===== config.mk =====
export PLATFORM = sky130hd
export DESIGN_NAME = brs_addr_gen
export DESIGN_NICKNAME = d
export VERILOG_FILES = /design/src/brs_pkg.sv /design/src/brs_addr_gen.sv
export SDC_FILE = /design/constraint.sdc
export NUM_CORES = 1
export LEC_CHECK = 0
export BUFFER_PORTS_ARGS = -buffer_cell sky130_fd_sc_hd__buf_2
export CORE_UTILIZATION = 50
export CTS_CLUSTER_SIZE = 25
export DETAILED_ROUTE_END_ITERATION = 8
export PLACE_DENSITY = 0.89
export SLEW_MARGIN = 20
export SYNTH_ARGS = -nofsm -noshare
export SYNTH_HDL_FRONTEND = slang
export SYNTH_SLANG_ARGS = --single-unit

===== constraint.sdc =====
create_clock -name i_clk -period 12.72 [get_ports i_clk]
set_input_delay 1.908 -clock i_clk [delete_from_list [all_inputs] [get_ports i_clk]]
set_output_delay 1.908 -clock i_clk [all_outputs]
set_load 0.03 [all_outputs]

===== src/brs_pkg.sv =====
`timescale 1ns / 1ps

package brs_pkg;

    localparam int DEF_MAX_WIDTH    = 512;
    localparam int DEF_MAX_HEIGHT   = 256;
    localparam int DEF_FRAC_BITS    = 8;
    localparam int DEF_MAX_CHANNELS = 4;

    // holds any image size up to the top of the parameter range
    localparam int CFG_DIM_BITS = 14;
    localparam int CHAN_BITS    = 3;
    localparam int N_BANKS      = 4;

    localparam logic [CHAN_BITS-1:0] CHAN_RESET = 3'd3;

    localparam logic [1:0] REG_IMAGE_WIDTH   = 2'd0;
    localparam logic [1:0] REG_IMAGE_HEIGHT  = 2'd1;
    localparam logic [1:0] REG_CHANNEL_COUNT = 2'd2;

    localparam logic CMD_WRITE  = 1'b0;
    localparam logic CMD_SAMPLE = 1'b1;

    typedef struct packed {
        logic [CFG_DIM_BITS-1:0] width;
        logic [CFG_DIM_BITS-1:0] height;
        logic [CHAN_BITS-1:0]    chan_count;
    } t_cfg;

    // which bank parity each of the four taps came from
    typedef struct packed {
        logic                 valid;
        logic [CHAN_BITS-1:0] chan_count;
        logic                 x0_odd;
        logic                 x1_odd;
        logic                 y0_odd;
        logic                 y1_odd;
    } t_tap_ctl;

endpackage


===== src/brs_addr_gen.sv =====
`timescale 1ns / 1ps

module brs_addr_gen
    import brs_pkg::*;
#(
    parameter int MAX_WIDTH  = DEF_MAX_WIDTH,
    parameter int MAX_HEIGHT = DEF_MAX_HEIGHT,
    parameter int FRAC_BITS  = DEF_FRAC_BITS,
    localparam int XB = $clog2(MAX_WIDTH),
    localparam int YB = $clog2(MAX_HEIGHT),
    localparam int XH = (XB > 1) ? XB - 1 : 1,
    localparam int YH = (YB > 1) ? YB - 1 : 1,
    localparam int AW = XH + YH
) (
    input  logic                 i_clk,
    input  logic                 i_rst_n,
    input  logic                 i_write,
    input  logic                 i_sample,
    input  t_cfg                 i_cfg,
    input  logic [8:0]           i_write_col,
    input  logic [7:0]           i_write_row,
    input  logic signed [17:0]   i_sample_x,
    input  logic signed [16:0]   i_sample_y,
    output logic [N_BANKS-1:0]   o_we,
    output logic [AW-1:0]        o_waddr,
    output logic [N_BANKS-1:0]   o_re,
    output logic [AW-1:0]        o_raddr [N_BANKS],
    output t_tap_ctl             o_ctl,
    output logic [FRAC_BITS-1:0] o_fx,
    output logic [FRAC_BITS-1:0] o_fy
);

    logic [31:0]          col_w;
    logic [31:0]          row_w;
    logic                 in_store;
    logic signed [31:0]   sx;
    logic signed [31:0]   sy;
    logic [31:0]          hi_x;
    logic [31:0]          hi_y;
    logic [31:0]          cx;
    logic [31:0]          cy;
    logic [XB-1:0]        x0;
    logic [XB-1:0]        x1;
    logic [YB-1:0]        y0;
    logic [YB-1:0]        y1;
    logic [FRAC_BITS-1:0] fx;
    logic [FRAC_BITS-1:0] fy;
    logic [XB:0]          col_sel [2];
    logic [YB:0]          row_sel [2];

    logic                 r_valid;
    t_tap_ctl             r_ctl;
    logic [FRAC_BITS-1:0] r_fx;
    logic [FRAC_BITS-1:0] r_fy;

    // write side: bank by column and row parity, halves address the bank
    always_comb begin
        col_w    = 32'(i_write_col);
        row_w    = 32'(i_write_row);
        in_store = (col_w < 32'(MAX_WIDTH)) && (row_w < 32'(MAX_HEIGHT));
        o_waddr  = {row_w[YH:1], col_w[XH:1]};
        for (int b = 0; b < N_BANKS; b++) begin
            o_we[b] = i_write && in_store && ({row_w[0], col_w[0]} == 2'(b));
        end
    end

    // clamp each axis into 0 .. (size-1) * 2^FRAC_BITS
    always_comb begin
        sx   = 32'(i_sample_x);
        sy   = 32'(i_sample_y);
        hi_x = (32'(i_cfg.width) - 32'd1) << FRAC_BITS;
        hi_y = (32'(i_cfg.height) - 32'd1) << FRAC_BITS;
        if (sx[31]) begin
            cx = '0;
        end else if ($unsigned(sx) > hi_x) begin
            cx = hi_x;
        end else begin
            cx = $unsigned(sx);
        end
        if (sy[31]) begin
            cy = '0;
        end else if ($unsigned(sy) > hi_y) begin
            cy = hi_y;
        end else begin
            cy = $unsigned(sy);
        end
        x0 = cx[XB+FRAC_BITS-1:FRAC_BITS];
        y0 = cy[YB+FRAC_BITS-1:FRAC_BITS];
        fx = cx[FRAC_BITS-1:0];
        fy = cy[FRAC_BITS-1:0];
        x1 = x0 + XB'(fx != '0);
        y1 = y0 + YB'(fy != '0);
    end

    // where x1 != x0 (y1 != y0), each bank holds exactly one of the columns x0, x1 (rows y0, y1)
    always_comb begin
        for (int p = 0; p < 2; p++) begin
            col_sel[p] = (x0[0] == p[0]) ? {1'b0, x0} : {1'b0, x1};
            row_sel[p] = (y0[0] == p[0]) ? {1'b0, y0} : {1'b0, y1};
        end
        for (int b = 0; b < N_BANKS; b++) begin
            o_raddr[b] = {row_sel[b/2][YH:1], col_sel[b%2][XH:1]};
            o_re[b]    = i_sample;
        end
    end

    always_ff @(posedge i_clk) begin
        if (!i_rst_n) begin
            r_valid <= 1'b0;
        end else begin
            r_valid <= i_sample;
        end
    end

    always_ff @(posedge i_clk) begin
        r_ctl.valid      <= 1'b0;
        r_ctl.chan_count <= i_cfg.chan_count;
        r_ctl.x0_odd     <= x0[0];
        r_ctl.x1_odd     <= x1[0];
        r_ctl.y0_odd     <= y0[0];
        r_ctl.y1_odd     <= y1[0];
        r_fx             <= fx;
        r_fy             <= fy;
    end

    always_comb begin
        o_ctl       = r_ctl;
        o_ctl.valid = r_valid;
    end

    assign o_fx = r_fx;
    assign o_fy = r_fy;

endmodule


==> results of run 1 <==
## cell usage in the layout, fill, tap and decap left out, types with 2 or more instances in the layout
cell                       Yosys  routed
sky130_fd_sc_hd__buf_2         1     163
sky130_fd_sc_hd__ha_1         37      37
sky130_fd_sc_hd__nor2_1       33      33
sky130_fd_sc_hd__and2_1       24      24
sky130_fd_sc_hd__dfxtp_1      24      24
sky130_fd_sc_hd__nand2_1      22      22
sky130_fd_sc_hd__xnor2_1      22      22
sky130_fd_sc_hd__xor2_1       20      20
sky130_fd_sc_hd__inv_1        16      16
sky130_fd_sc_hd__mux2i_1      15      15
sky130_fd_sc_hd__nor4_1       14      14
sky130_fd_sc_hd__nor3_1       13      13
sky130_fd_sc_hd__a21oi_1      12      12
sky130_fd_sc_hd__nand3_1      12      12
sky130_fd_sc_hd__a211oi_1     10      10
sky130_fd_sc_hd__nand4_1       9       9
sky130_fd_sc_hd__nor2b_1       6       6
sky130_fd_sc_hd__or3_1         6       6
sky130_fd_sc_hd__a21o_1        6       6
sky130_fd_sc_hd__a211oi_2      6       6
sky130_fd_sc_hd__mux2_2        6       6
sky130_fd_sc_hd__nor3b_1       4       4
sky130_fd_sc_hd__clkbuf_8      0       4
sky130_fd_sc_hd__and3_1        3       3
sky130_fd_sc_hd__o21ai_0       3       3
sky130_fd_sc_hd__or4_1         3       3
sky130_fd_sc_hd__nand2b_1      3       3
sky130_fd_sc_hd__a311oi_1      3       3
sky130_fd_sc_hd__a211o_1       2       2
sky130_fd_sc_hd__o21a_1        2       2
sky130_fd_sc_hd__o31ai_1       2       2
sky130_fd_sc_hd__nor4b_2       2       2
sky130_fd_sc_hd__a32o_1        2       2
sky130_fd_sc_hd__o221ai_1      2       2
## state kept, by name, summed over array words and instances, names as in the netlist
signal,count
r_valid,1
o_fx,8
o_fy,8
o_ctl,7
## Yosys cell counts, drive strengths merged (16+ instances only)
cell type / count / area, um^2
xnor2: 22 / 193
mux2i: 16 / 173
ha: 37 / 463
inv: 17 / 63.8
nand2: 22 / 82.6
dfxtp: 24 / 480
nor2: 33 / 124
buf: 57 / 425
and2: 24 / 150
a211oi: 16 / 150
nor4: 16 / 121
xor2: 20 / 175
## metal layers
metal | vias to the layer above | track usage [%]
met3 | 14 | 3.27
li1 | 1712 | -
met4 | 0 | 5.91
met1 | 1639 | 26.6
met2 | 181 | 44.0
met5 | - | 0
## final cells by class
cell class,count,area (um^2),share of cell area (%)
clock buffer,4,55.1,1.37
timing repair buffer,164,823,20.5
inverter,17,63.8,1.59
tap,80,100,2.49
sequential,24,480,11.9
multi-input combinational,326,2500,62.1
## how the worst min path moves through the flow
stage	start	slack, ns	endpoint
final	i_cfg[0]	1.74	o_ctl[4]$_DFF_P_
after global routing	i_cfg[1]	1.73	o_ctl[5]$_DFF_P_
after global placement	i_cfg[1]	2.01	o_ctl[5]$_DFF_P_
after floorplan	i_cfg[0]	1.94	o_ctl[4]$_DFF_P_
after detailed placement	i_cfg[0]	2.01	o_ctl[4]$_DFF_P_
after CTS	i_cfg[0]	1.73	o_ctl[4]$_DFF_P_
## per-stage QoR
| step | hold WS (ns) | cells | utilization (%) | power, mW | setup WS [ns] |
|---|---|---|---|---|---|
| after global routing | 1.73 | 615 | 59.5 | 0.314 | 3.34 |
| after CTS | 1.73 | 615 | 59.5 | 0.299 | 3.78 |
| after global placement | 2.01 | 611 | 58.7 | 0.244 | 4.03 |
| after detailed placement | 2.01 | 611 | 58.7 | 0.249 | 3.83 |
| after floorplan | 1.94 | 429 | - | 0.221 | 3.89 |
| final | 1.74 | 615 | 59.5 | 0.299 | 3.76 |
## power groups by stage
stage / logic [mW] / clock network (mW) / registers (mW)
floorplan: 0.131 / 0 / 0.0901
global placement: 0.162 / 0 / 0.0819
detailed placement: 0.167 / 0 / 0.0820
CTS: 0.167 / 0.0518 / 0.0803
global route: 0.180 / 0.0533 / 0.0806
finish: 0.168 / 0.0504 / 0.0802
## critical path: stages
cell                      delay (ns)
sky130_fd_sc_hd__buf_2          0.15
sky130_fd_sc_hd__inv_1          0.18
sky130_fd_sc_hd__ha_1           0.28
sky130_fd_sc_hd__nand3_1        0.15
sky130_fd_sc_hd__or3_1          0.39
sky130_fd_sc_hd__ha_1           0.30
sky130_fd_sc_hd__nand4_1        0.11
sky130_fd_sc_hd__or3_1          0.34
sky130_fd_sc_hd__or3_1          0.40
sky130_fd_sc_hd__o31a_1         0.11
sky130_fd_sc_hd__buf_4          0.25
sky130_fd_sc_hd__mux2i_1        0.23
sky130_fd_sc_hd__nor2_1         0.29
sky130_fd_sc_hd__ha_1           0.23
sky130_fd_sc_hd__ha_1           0.23
sky130_fd_sc_hd__nor2b_1        0.29
sky130_fd_sc_hd__nand3_1        0.11
sky130_fd_sc_hd__mux2_2         0.32
sky130_fd_sc_hd__nor4_1         0.34
sky130_fd_sc_hd__xor2_1         0.21
sky130_fd_sc_hd__buf_2          0.22
## cells by family after synthesis
kind of cell / count (synthesis) / share of synthesized area (%)
buffers and inverters: 79 / 14.6
multiplexers: 22 / 6.89
AO/OA/AOI/OAI: 62 / 14.6
adder cells (fa/ha/maj): 37 / 13.3
AND/OR/NAND/NOR: 163 / 26.3
XOR/XNOR: 42 / 10.5
flip-flops: 24 / 13.8
==> flow_summary.yaml, run 1 <==
status:
  run_status: "completed"
critical_path:
  critical_path_peak_fanout: 30
  critPathArrivalTime_ns: 7.06
  timing.critical_path.to: "o_raddr[50]"
  worst_setup_path_start_kind: "input pin"
  critical_path.endpoint_type: "output pin"
  critPathLaunch: "i_cfg[17]"
  data_required_time_at_the_worst_endpoint_ns: 10.81
  crit_type: "input pin to output pin"
grt:
  grt_first_pass_wirelength_mm: 14.2
  global_route.overflow_total: 0
  maximum_number_of_pins_on_one_net_before_global_route_repair: 31
  antenna_found_initial: 0
  vias_in_the_first_global_route: 3245
  gr-usage-all-layers_pct: 23.0
floorplanning:
  die_area_um2: 7310
  start_util_pct: 51.6
  placement_rows: 30
  fp.dieH_um: 85.5
  design.core.area_um2: 6760
  chipWidth_um: 85.5
  io-pin-count: 194
sta:
  setup_total_negative_slack_ns: 0
  setup_viol: 0
  final_hold_violation_count: 0
  worst_slew_pin_slew_ns: 0.677
  timing.fmax_mhz: 112
  slew_violations: 0
  max_slew_headroom_at_the_worst_pin_pct: 54.3
  grt_setup_unrepaired: "no"
  final_min_period_over_clock_period_pct: 70.5
  timing.final.crit_period_ns: 8.96
routing:
  initialDrtViolationCount: 122
  dr_total_vias: 3546
  wl_met2_mm: 4.59
  remaining_drc_errors: 0
  drt_first_pass_iters: 5
  met3_wirelength_um: 516
  routed_wl_mm: 8.76
  highest-signal-layer: "met4"
  route.detailed.wl_per_inst_um: 14.2
  m1WireLength_mm: 3.52
  detail_route.vias_per_cell: 5.77
  antenna_violating_nets_post_route: 0
synth:
  postSynthNetCount: 553
  total_of_warnings_raised_by_yosys: 0
  netlist_area_um2: 3490
  synth-seq-cells: 24
  synth_edf_count: 0
  syn-instance-count: 429
  synth.lib_cells_used.distinct: 60
  most_used_flip_flop_cell_after_synthesis: "sky130_fd_sc_hd__dfxtp_1"
  synth_async_sr_flop_share_pct: 0
  syn_avg_cell_area_um2: 8.13
  seq_area_frac_synth_pct: 13.8
layout:
  layout.nets: 660
  fillers: 602
  area_delta_synth_final_pct: 15.3
  antenna_cells: 0
  share_of_cells_above_drive_strength_1_pct: 35.7
  post-route-cell-area_um2: 4020
min_path:
  hold_depth: 1
  hold_path_class: "input pin to flip-flop"
power:
  sw_frac_of_total_pct: 45.5
  share_clk_of_total_power_pct: 16.9
  p_sw_mw: 0.136
  seqPwrFrac_pct: 26.9
  vdd_drop_max_mv: 0.0500
  static-leakage-power_nw: 2.02
  p_comb_share_pct: 56.2
  power_density_nw_per_um2: 74.2
  intPower_mw: 0.163
clock_tree:
  cts.reportedPaths.clkPinSlew_ns: 0.08
  clock_sinks: 24
  postCtsResizedCells: 0
  max-clock-path-buffers: 2
  cts_htree_levels: 1
  cts_buffers: 3
  tritoncts: "yes"
  post-cts-setup-buffer-count: 0
  clock_root_buffer: "sky130_fd_sc_hd__clkbuf_8"
  ctsHoldBuffers: 0
place:
  buffers_on_ports: 163
  placedInstanceArea_um2: 3970
  gp_congestion: 0.945
  place_hpwl_mm: 7.40
job:
  cap_violations: 0
(Power assumes the default switching activity.)
==> run 2: changes to the inputs <==
Settings changed: ABC_AREA set to 1, CORE_UTILIZATION 50 to 41, PLACE_DENSITY 0.89 to 0.78.
Clock period 12.72 ns to 7.5 ns, I/O delays scaled along.
==> flow_summary.yaml, run 2 <==
critical_path:
  cp.buffers_inverters: 5
  timing.critical_path.slowest_stage_cell: "sky130_fd_sc_hd__or2_2"
  critical_path.endpoint_type: "output pin"
  worst_setup_path_start_kind: "input pin"
  data_required_time_at_the_worst_endpoint_ns: 6.38
  critical_path_peak_fanout: 11
  critPathArrivalTime_ns: 5.60
  crit_type: "input pin to output pin"
  critical-path-top-cell-by-count: "sky130_fd_sc_hd__nand2_1"
  timing.critical_path.slowest_cell_delay_ns: 0.31
  cp_top_family: "simple AND/OR/NAND/NOR gates"
routing:
  drt_first_pass_iters: 6
  dr_total_vias: 3719
  detail_route.vias_per_cell: 4.95
  remaining_drc_errors: 0
  route.detailed.wl_per_inst_um: 11.3
  routed_wl_mm: 8.48
  antenna_violating_nets_post_route: 0
  initialDrtViolationCount: 97
grt:
  global_route.overflow_total: 0
  vias_in_the_first_global_route: 3379
  gr-usage-all-layers_pct: 19.1
  antenna_found_initial: 0
  grt_first_pass_wirelength_mm: 13.9
  maximum_number_of_pins_on_one_net_before_global_route_repair: 20
clock_tree:
  post-cts-setup-buffer-count: 0
  clock_sinks: 24
  cts.reportedPaths.clkPinSlew_ns: 0.08
  cts_buffers: 3
  postCtsResizedCells: 0
  clock_root_buffer: "sky130_fd_sc_hd__clkbuf_8"
  ctsHoldBuffers: 0
  max-clock-path-buffers: 2
  cts_htree_levels: 1
  tritoncts: "yes"
synth:
  synth_area_leaders: "sky130_fd_sc_hd__dfxtp_1 (14%), sky130_fd_sc_hd__ha_1 (13%), sky130_fd_sc_hd__nand2_1 (12%)"
  synth_largest_type_area_fraction_pct: 13.9
  yosysMostFrequentCell: "sky130_fd_sc_hd__nand2_1"
  yosys.area.top_type: "sky130_fd_sc_hd__dfxtp_1"
  total_of_warnings_raised_by_yosys: 0
  syn_avg_cell_area_um2: 6.44
  seq_area_frac_synth_pct: 13.9
  synth.lib_cells_used.distinct: 36
  synth_edf_count: 0
  netlist_area_um2: 3450
  synthTopCellsByCount: "sky130_fd_sc_hd__nand2_1 (110), sky130_fd_sc_hd__inv_1 (76), sky130_fd_sc_hd__nand3_1 (54), sky130_fd_sc_hd__buf_4 (50), sky130_fd_sc_hd__ha_1 (37)"
  synth_async_sr_flop_share_pct: 0
  most_used_flip_flop_cell_after_synthesis: "sky130_fd_sc_hd__dfxtp_1"
  postSynthNetCount: 660
  syn-instance-count: 536
  synth-seq-cells: 24
status:
  run_status: "completed"
sta:
  slew_violations: 0
  final_hold_violation_count: 0
  timing.fmax_mhz: 149
  grt_setup_unrepaired: "no"
  setup_viol: 0
  max_slew_headroom_at_the_worst_pin_pct: 75.2
  hold_ws_ns: 0.958
  setup_total_negative_slack_ns: 0
  worst_slew_pin_slew_ns: 0.369
  timing.final.crit_period_ns: 6.73
  final_min_period_over_clock_period_pct: 89.7
place:
  place_hpwl_mm: 7.45
  gp_congestion: 0.906
  buffers_on_ports: 163
power:
  power_density_nw_per_um2: 144
  static-leakage-power_nw: 2.35
  vdd_drop_max_mv: 0.0555
floorplanning:
  start_util_pct: 42.2
  fp.dieH_um: 93.7
  die_area_um2: 8780
  chipWidth_um: 93.7
  placement_rows: 33
  design.core.area_um2: 8180
  io-pin-count: 194
layout:
  fillers: 841
  layout_common_cells: "sky130_fd_sc_hd__buf_2 (163), sky130_fd_sc_hd__nand2_1 (110), sky130_fd_sc_hd__inv_1 (76)"
  area_delta_synth_final_pct: 17.4
  layout.nets: 772
  share_of_cells_above_drive_strength_1_pct: 31.8
  antenna_cells: 0
  layout.cells.most_common: "sky130_fd_sc_hd__buf_2"
min_path:
  hold_path_class: "input pin to flip-flop"
job:
  cap_violations: 0
[run 2: layer usage]
layer | share of wire [%] | vias to the layer above | global-route usage (%)
li1 | - | 1914 | -
met1 | 43 | 1669 | 21.9
met2 | 50 | 126 | 37.7
met3 | 5.6 | 10 | 1.13
met4 | 1.4 | 0 | 5.00
met5 | 0 | - | 0
[run 2: kinds of logic after synthesis]
| logic type | Yosys count | synth area share, % |
|---|---|---|
| simple gates | 270 | 38.1 |
| compound gates | 40 | 6.56 |
| fa+ha+maj | 37 | 13.4 |
| flops | 24 | 13.9 |
| xor+xnor | 26 | 6.60 |
| buf+inv | 139 | 21.4 |
[run 2: area by class of cell]
cell class / instances / area (um^2) / area share (%)
Clock buffer: 3 / 41.3 / 1.02
Clock inverter: 1 / 30.0 / 0.741
Inverter: 81 / 307 / 7.57
Multi-Input combinational cell: 373 / 2230 / 55.1
Sequential cell: 24 / 480 / 11.9
Tap cell: 105 / 131 / 3.24
Timing Repair Buffer: 165 / 831 / 20.5
[run 2: report_power, final]
group	internal (mW)	leakage [nW]	total, mW	switching (mW)
clock	0.0713	0.0357	0.111	0.0393
combinational	0.0993	2.11	0.333	0.234
sequential	0.136	0.198	0.138	0.00286
[run 2: stage by stage]
step	util, %	power (mW)	instance area (um^2)	setup WS (ns)	cells
finish	49.6	0.582	4050	0.774	752
global route	49.6	0.625	4050	0.162	752
CTS	49.6	0.589	4050	0.786	752
detailed placement	48.7	0.475	3980	0.792	748
global placement	48.7	0.469	3980	0.831	748
floorplan	-	0.421	3450	1.02	536
[run 2: final timing paths]
| kind | from | to | cells after the start |
|---|---|---|---|
| setup / recovery | i_cfg[3] | o_raddr[43] | 27 |
| hold / removal | i_cfg[0] | o_ctl[4]$_DFF_P_ | 1 |
==> run 3: changes to the inputs <==
Settings changed: CORE_UTILIZATION 41 to 25, PLACE_DENSITY 0.78 to 0.52.
==> flow_summary.yaml, run 3 (synthesis results as in run 2) <==
place:
  gp_congestion: 0.828
  place_hpwl_mm: 7.88
  buffers_on_ports: 163
routing:
  drt_first_pass_iters: 4
  routed_wl_mm: 8.96
  remaining_drc_errors: 0
  antenna_violating_nets_post_route: 0
  detail_route.vias_per_cell: 4.27
  dr_total_vias: 3511
  initialDrtViolationCount: 150
  route.detailed.wl_per_inst_um: 10.9
sta:
  setup_viol: 0
  grt_setup_unrepaired: "no"
  timing.final.crit_period_ns: 6.80
  slew_violations: 0
  final_min_period_over_clock_period_pct: 90.7
  setup_total_negative_slack_ns: 0
  max_slew_headroom_at_the_worst_pin_pct: 74.8
  worst_slew_pin_slew_ns: 0.379
  timing.fmax_mhz: 147
  final_hold_violation_count: 0
layout:
  layout.nets: 772
  area_delta_synth_final_pct: 21.0
  fillers: 1518
  layout_common_cells: "sky130_fd_sc_hd__buf_2 (163), sky130_fd_sc_hd__nand2_1 (110), sky130_fd_sc_hd__inv_1 (76)"
  multi_input_comb_area_um2: 2230
  layout.cells.most_common: "sky130_fd_sc_hd__buf_2"
  share_of_cells_above_drive_strength_1_pct: 31.8
  ff_latch_area_um2: 480
  antenna_cells: 0
  final_core_util_pct: 31.3
clock_tree:
  cts_buffers: 3
  post-cts-setup-buffer-count: 0
  postCtsResizedCells: 0
  tritoncts: "yes"
  cts_htree_levels: 1
  max-clock-path-buffers: 2
  clock_root_buffer: "sky130_fd_sc_hd__clkbuf_16"
  cts.reportedPaths.clkPinSlew_ns: 0.07
  ctsHoldBuffers: 0
  clock_sinks: 24
floorplanning:
  design.core.area_um2: 13300
  io-pin-count: 194
  fp.dieH_um: 119
  die_area_um2: 14300
  start_util_pct: 25.8
  chipWidth_um: 119
  placement_rows: 42
grt:
  maximum_number_of_pins_on_one_net_before_global_route_repair: 19
  grt_first_pass_wirelength_mm: 14.9
  antenna_found_initial: 0
  global_route.overflow_total: 0
  gr-usage-all-layers_pct: 12.5
  vias_in_the_first_global_route: 3314
critical_path:
  crit_type: "input pin to output pin"
  critical_path.endpoint_type: "output pin"
  worst_setup_path_start_kind: "input pin"
  critical_path_peak_fanout: 11
  critPathArrivalTime_ns: 5.68
  data_required_time_at_the_worst_endpoint_ns: 6.38
min_path:
  hold_path_class: "input pin to flip-flop"
power:
  static-leakage-power_nw: 2.36
  vdd_drop_max_mv: 0.113
  power_density_nw_per_um2: 149
status:
  run_status: "completed"
job:
  cap_violations: 0
==> run 3: critical path, stage by stage <==
cell	delay, ns
sky130_fd_sc_hd__buf_2	0.09
sky130_fd_sc_hd__inv_1	0.14
sky130_fd_sc_hd__ha_1	0.24
sky130_fd_sc_hd__nand2_1	0.11
sky130_fd_sc_hd__nor4_1	0.20
sky130_fd_sc_hd__nand2_1	0.12
sky130_fd_sc_hd__or2_2	0.30
sky130_fd_sc_hd__nor3_1	0.19
sky130_fd_sc_hd__nand2_1	0.12
sky130_fd_sc_hd__ha_1	0.31
sky130_fd_sc_hd__nand3_1	0.09
sky130_fd_sc_hd__nor2_1	0.19
sky130_fd_sc_hd__nand2_1	0.09
sky130_fd_sc_hd__nand2_2	0.17
sky130_fd_sc_hd__nand2_2	0.13
sky130_fd_sc_hd__inv_1	0.29
sky130_fd_sc_hd__nor3_1	0.10
sky130_fd_sc_hd__nor4_1	0.35
sky130_fd_sc_hd__nand2_1	0.14
sky130_fd_sc_hd__ha_1	0.22
sky130_fd_sc_hd__ha_1	0.18
sky130_fd_sc_hd__inv_1	0.08
sky130_fd_sc_hd__nor2_1	0.07
sky130_fd_sc_hd__nand2_1	0.11
sky130_fd_sc_hd__xnor2_1	0.14
sky130_fd_sc_hd__nand2_1	0.07
sky130_fd_sc_hd__nand2_1	0.08
sky130_fd_sc_hd__buf_2	0.20
==> run 3: final timing paths <==
check	startpoint	endpoint	slack, ns	cells past startpoint
max	i_cfg[3]	o_raddr[26]	0.70	28
min	i_cfg[1]	o_ctl[5]$_DFF_P_	0.96	1
==> run 3: final cells by class <==
type / instances / share of cell area, %
Sequential cell: 24 / 11.5
Clock inverter: 1 / 0.719
Inverter: 81 / 7.34
Multi-Input combinational cell: 373 / 53.4
Clock buffer: 3 / 1.80
Timing Repair Buffer: 165 / 19.9
Tap cell: 176 / 5.28
==> run 3: metal layers <==
| layer | part of all wire [%] | wire length (um) | global-route usage (%) | vias to the layer above |
|---|---|---|---|---|
| met5 | 0 | 0 | 0 | - |
| met4 | 0.74 | 66 | 2.73 | 0 |
| met3 | 4.7 | 424 | 1.01 | 10 |
| met2 | 46 | 4150 | 22.8 | 101 |
| met1 | 48 | 4320 | 15.9 | 1491 |
| li1 | - | - | - | 1909 |
==> run 3: metrics by stage <==
stage / worst slack [ns] / area [um^2] / hold WS (ns) / cells / total power [mW]
2_1_floorplan: 1.02 / 3450 / 1.15 / 536 / 0.421
3_3_place_gp: 0.619 / 4070 / 1.23 / 819 / 0.477
3_5_place_dp: 0.618 / 4070 / 1.23 / 819 / 0.476
4_1_cts: 0.607 / 4170 / 0.958 / 823 / 0.631
5_1_grt: 0.0659 / 4170 / 0.955 / 823 / 0.669
6_report: 0.696 / 4170 / 0.963 / 823 / 0.622
==> run 3: report_power, final <==
| part | internal [mW] | switching, mW | leakage, nW |
|---|---|---|---|
| Sequential | 0.136 | 0.00253 | 0.198 |
| Combinational | 0.0990 | 0.233 | 2.11 |
| Clock | 0.106 | 0.0459 | 0.0511 |
| Total | 0.341 | 0.281 | 2.36 |
